### src/rtl/assert_macros.svh
// Assertion helpers: clocked property with active-low disable.
`ifndef ASSERT_MACROS_SVH
`define ASSERT_MACROS_SVH

`ifndef SYNTHESIS

`define FDS_ASSERT(lbl, clk, rst_n, prop) \
    lbl: assert property (@(posedge clk) disable iff (!(rst_n)) (prop)) \
        else $error("assertion failed: %m");

`define FDS_ASSERT_IMPL(lbl, clk, rst_n, ante, cons) \
    lbl: assert property (@(posedge clk) disable iff (!(rst_n)) (ante) |-> (cons)) \
        else $error("assertion failed: %m");

`define FDS_ASSERT_NEXT(lbl, clk, rst_n, ante, cons) \
    lbl: assert property (@(posedge clk) disable iff (!(rst_n)) (ante) |=> (cons)) \
        else $error("assertion failed: %m");

`else

`define FDS_ASSERT(lbl, clk, rst_n, prop)
`define FDS_ASSERT_IMPL(lbl, clk, rst_n, ante, cons)
`define FDS_ASSERT_NEXT(lbl, clk, rst_n, ante, cons)

`endif

`endif

### src/rtl/fds_pkg.sv
package fds_pkg;

    localparam int Z_W           = 32;
    localparam int DEPTH_W       = 32;
    localparam int ID_W          = 6;
    localparam int MAX_FACES_DEF = 64;

    typedef struct packed {
        logic                      valid;
        logic signed [DEPTH_W-1:0] depth;
        logic [ID_W-1:0]           id;
    } t_entry;

    typedef struct packed {
        logic shift;
    } t_cell_ctl;

    typedef enum logic [1:0] {
        ST_FILL,
        ST_DRAIN,
        ST_UNLOAD
    } t_state;

    // floor of the four-corner sum over four; sum kept at 34 bits
    function automatic logic signed [DEPTH_W-1:0] face_depth(
        input logic [Z_W-1:0] a,
        input logic [Z_W-1:0] b,
        input logic [Z_W-1:0] c,
        input logic [Z_W-1:0] d
    );
        logic signed [Z_W+1:0] sum;
        sum = $signed({{2{a[Z_W-1]}}, a}) + $signed({{2{b[Z_W-1]}}, b})
            + $signed({{2{c[Z_W-1]}}, c}) + $signed({{2{d[Z_W-1]}}, d});
        return $signed(sum[Z_W+1:2]);
    endfunction

endpackage

### src/rtl/fds_cell.sv
module fds_cell (
    input  logic              i_clk,
    input  logic              i_rst_n,
    input  fds_pkg::t_cell_ctl i_ctl,
    input  fds_pkg::t_entry   i_in,
    input  fds_pkg::t_entry   i_below,
    output fds_pkg::t_entry   o_pass,
    output fds_pkg::t_entry   o_held
);

    fds_pkg::t_entry r_held, n_held;
    fds_pkg::t_entry r_pass, n_pass;

    always_comb begin
        n_held       = r_held;
        n_pass       = i_in;
        n_pass.valid = 1'b0;
        if (i_ctl.shift) begin
            n_held = i_below;
        end else if (i_in.valid) begin
            if (!r_held.valid) begin
                n_held = i_in;
            // equal depth: lower arrival number stays ahead
            end else if (($signed(i_in.depth) > $signed(r_held.depth))
                         || ((i_in.depth == r_held.depth) && (i_in.id < r_held.id))) begin
                n_held = i_in;
                n_pass = r_held;
            end else begin
                n_pass = i_in;
            end
        end
    end

    always_ff @(posedge i_clk) begin
        if (!i_rst_n) begin
            r_held.valid <= 1'b0;
            r_pass.valid <= 1'b0;
        end else begin
            r_held <= n_held;
            r_pass <= n_pass;
        end
    end

    assign o_pass = r_pass;
    assign o_held = r_held;

endmodule

### config.mk
export PLATFORM = sky130hd
export DESIGN_NAME = fds_cell
export DESIGN_NICKNAME = d
export VERILOG_FILES = /design/src/rtl/assert_macros.svh /design/src/rtl/fds_pkg.sv /design/src/rtl/fds_cell.sv
export SDC_FILE = /design/constraint.sdc
export NUM_CORES = 1
export LEC_CHECK = 0
export ABC_AREA = 0
export BUFFER_PORTS_ARGS = -buffer_cell sky130_fd_sc_hd__clkbuf_2
export CAP_MARGIN = 20
export CORE_ASPECT_RATIO = 0.7
export CORE_UTILIZATION = 45
export CTS_CLUSTER_SIZE = 12
export DETAILED_ROUTE_END_ITERATION = 8
export GPL_TIMING_DRIVEN = 0
export PLACE_DENSITY = 0.85
export SLEW_MARGIN = 40
export SYNTH_ARGS = -nofsm -noshare
export SYNTH_HDL_FRONTEND = slang
export SYNTH_SLANG_ARGS = --single-unit
### constraint.sdc
create_clock -name i_clk -period 3.2 [get_ports i_clk]
set_clock_uncertainty 0.2 [all_clocks]
set_input_delay 0.32 -clock i_clk [delete_from_list [all_inputs] [get_ports i_clk]]
set_output_delay 0.32 -clock i_clk [all_outputs]
set_load 0.01 [all_outputs]
==> flow_metrics.tcl <==
set metrics [dict create \
    die-area_mm2 0.01005 \
    clkTransAtPathRegs_ns 0.06 \
    period_share_pct 96.60 \
    clockBufferDepth 2 \
    io_pins 159 \
    syn_area_mm2 0.004342 \
    max-cap-violations 0 \
    grt_pass1_vias 3159 \
    final_antenna_net_count 0 \
    core-area_mm2 0.009216 \
    cts_made_buffers 9 \
    syn_inst 307 \
    seq_area_frac_synth_pct 53.49 \
    hold_end "o_held[6]" \
    p_leak_nw 2.585 \
    layout.nets 594 \
    slew_headroom_pct 55.06 \
    multiInputGateArea_mm2 0.001849 \
    wl_per_cell_um 16.70 \
    layout_common_cells "clkbuf_2, edfxtp_1, mux2_2, inv_1, ha_1" \
    area_growth_pct 30.14 \
    viasPerCell 5.147 \
    num_rows 29 \
    p_per_area_mw_per_mm2 506.0 \
    worstSetupPathType "reg -> reg" \
    grt_overflow 0 \
    die_w_um 119.4 \
    ff2ff_path_depth 11 \
    htree_levels 3 \
    drcViolationCount 0 \
    hold_class "in -> reg" \
    hold_slack_ns 0.06324 \
    r2r-end "o_pass[34]" \
    gp_congestion 0.7651 \
    crit_fanout 10 \
    fin_ws_ns 0.1087 \
    setup_violations 0 \
    final-seq-area_mm2 0.002322 \
    dr_total_vias 3109 \
    wl_um 10090 \
    reg2reg_from "o_held[29]" \
    rrSetupSlack_ns 0.11 \
    totalPowerFinal_mw 2.859 \
    hold_buffers 0 \
    drt_iter0_drc 109 \
    hpwl_um 7551 \
    port_buffers 157 \
    cts.sinks 78 \
    grt_first_pass_wirelength_um 16010 \
    hp-start "i_below[6]" \
    die_h_um 84.18 \
    pre_cts_slack_ns 0.05426 \
    ys_warn_count 0 \
    cts-root-buf "clkbuf_16" \
    ir_drop_mv 0.2491 \
    cp.arrival_ns 2.97 \
    critPathLaunchType "register" \
    worst_slew_pin_slew_ns 0.6740 \
    drtPass1Iterations 4 \
    syn_area_per_cell_um2 14.14 \
    hold_viol 0 \
    nFillCells 744 \
    instances_no_fill 604 \
    clk-insertion-delay-late_ns 0.33 \
    track_usage_pct 21.36 \
    antenna_cells 0 \
    min_period_ns 3.091 \
    cts_tree "done" \
    antenna_found_initial 0 \
    synth_fp_nets 425 \
    start_util_pct 47.11 \
    critPathRequiredTime_ns 3.08 \
    drv_slew 0 \
    mostFrequentLayoutCell "clkbuf_2" \
    place_inst 588 \
    hold_depth 3 \
    crit_path_end_kind "register" \
    synth_seq_cells 78 \
    grt_start_max_net_pins 42 \
    worstSetupStartpoint "o_held[29]" \
    drive_gt1_share_pct 53.75 \
    outcome "complete, no violations" \
    ys_types 38 \
    max_freq_ghz 0.3235 \
]
cells in the mapped netlist:
cell,instances,area share [%]
nor3_2,1,0.23
and2_1,1,0.14
xor2_1,1,0.20
nor3b_2,1,0.29
mux2_4,20,6.9
o21ai_0,8,0.92
o31a_1,1,0.20
buf_2,1,0.12
nand2b_1,2,0.29
o21ai_1,1,0.12
o21a_1,1,0.17
o2111ai_1,1,0.20
a221o_1,1,0.23
nor4_1,2,0.29
o211ai_1,1,0.17
mux2_2,55,14
nand3_1,3,0.35
and3b_1,1,0.20
o311a_1,1,0.23
nor2b_1,2,0.29
a21o_1,1,0.17
ha_1,37,11
edfxtp_1,76,53
nand4_4,1,0.49
nor4_2,1,0.29
nand4_1,5,0.72
nor2_1,4,0.35
nor3_1,1,0.12
dfxtp_1,2,0.92
a21oi_2,1,0.20
a211oi_1,2,0.35
clkbuf_1,5,0.43
inv_1,38,3.3
buf_6,3,0.78
a221oi_1,2,0.40
a21oi_1,12,1.4
and4_1,1,0.20
nand2_1,10,0.86
routing by layer:
layer / up-vias / track usage (%) / part of all wire (%)
met4: 0 / 7.159 / 1.5
met1: 1478 / 26.62 / 44
met5: - / 0 / 0
met3: 15 / 6.250 / 6.7
li1: 1488 / - / -
met2: 128 / 35.78 / 48
area by class of cell:
| class | count | share of cell area [%] |
|---|---|---|
| Sequential cell | 78 | 41.10 |
| Multi-Input combinational cell | 182 | 32.73 |
| Timing Repair Buffer | 158 | 14.08 |
| Clock buffer | 10 | 4.052 |
| Tap cell | 124 | 2.746 |
| Inverter | 38 | 2.524 |
| Clock inverter | 5 | 1.749 |
| Buffer | 9 | 1.019 |
flip-flops by register name (all words and copies together) (netlist names):
signal / cells
o_held: 39
o_pass: 39
repair_timing:
action                     4_1_cts  5_1_grt
setup endpoints to repair        0       68
setup buffers                    0        1
gates resized for setup          0        3
worst max-delay path by stage:
| stage | depth (start not counted) | end |
|---|---|---|
| 2_1_floorplan | 9 | o_held[0] |
| 3_3_place_gp | 8 | o_held[23] |
| 3_5_place_dp | 10 | o_pass[17] |
| 4_1_cts | 10 | o_pass[34] |
| 5_1_grt | 11 | o_pass[34] |
| 6_report | 11 | o_pass[34] |
power breakdown:
group	internal [mW]	total [mW]	switching [mW]
Clock	0.753	1.13	0.380
Combinational	0.222	0.468	0.245
Sequential	1.22	1.26	0.0411
Total	2.19	2.86	0.666
per-stage QoR:
stage	TNS (ns)	util, %	cell area (um2)
5_1_grt	-0.5325	61.31	5650
4_1_cts	0	61.00	5622
3_5_place_dp	0	57.44	5294
6_report	0	61.31	5650
2_1_floorplan	0	-	4343
3_3_place_gp	-7.636	57.33	5284
cells by family after synthesis:
logic type                 count (synthesis)  share of synthesized area (%)
and+or+nand+nor                           36                          5.101
AOI/OAI and AO/OA                         33                          4.755
DFF                                       78                          53.49
buffers and inverters                     47                          4.611
xor gates and xnor gates                   1                         0.2018
muxes                                     75                          21.18
adders and majority gates                 37                          10.66
critical path, stage by stage, from the launching register on:
cell and delay (ns):
edfxtp_1 0.39, inv_1 0.06, ha_1 0.31, nand4_1 0.23, buf_4 0.23, nor4_2 0.36
o2111ai_1 0.19, o21ai_1 0.18, a21oi_2 0.06, buf_6 0.17, buf_6 0.16, mux2_4 0.30
Note: power is estimated with default switching activity, not from simulation.
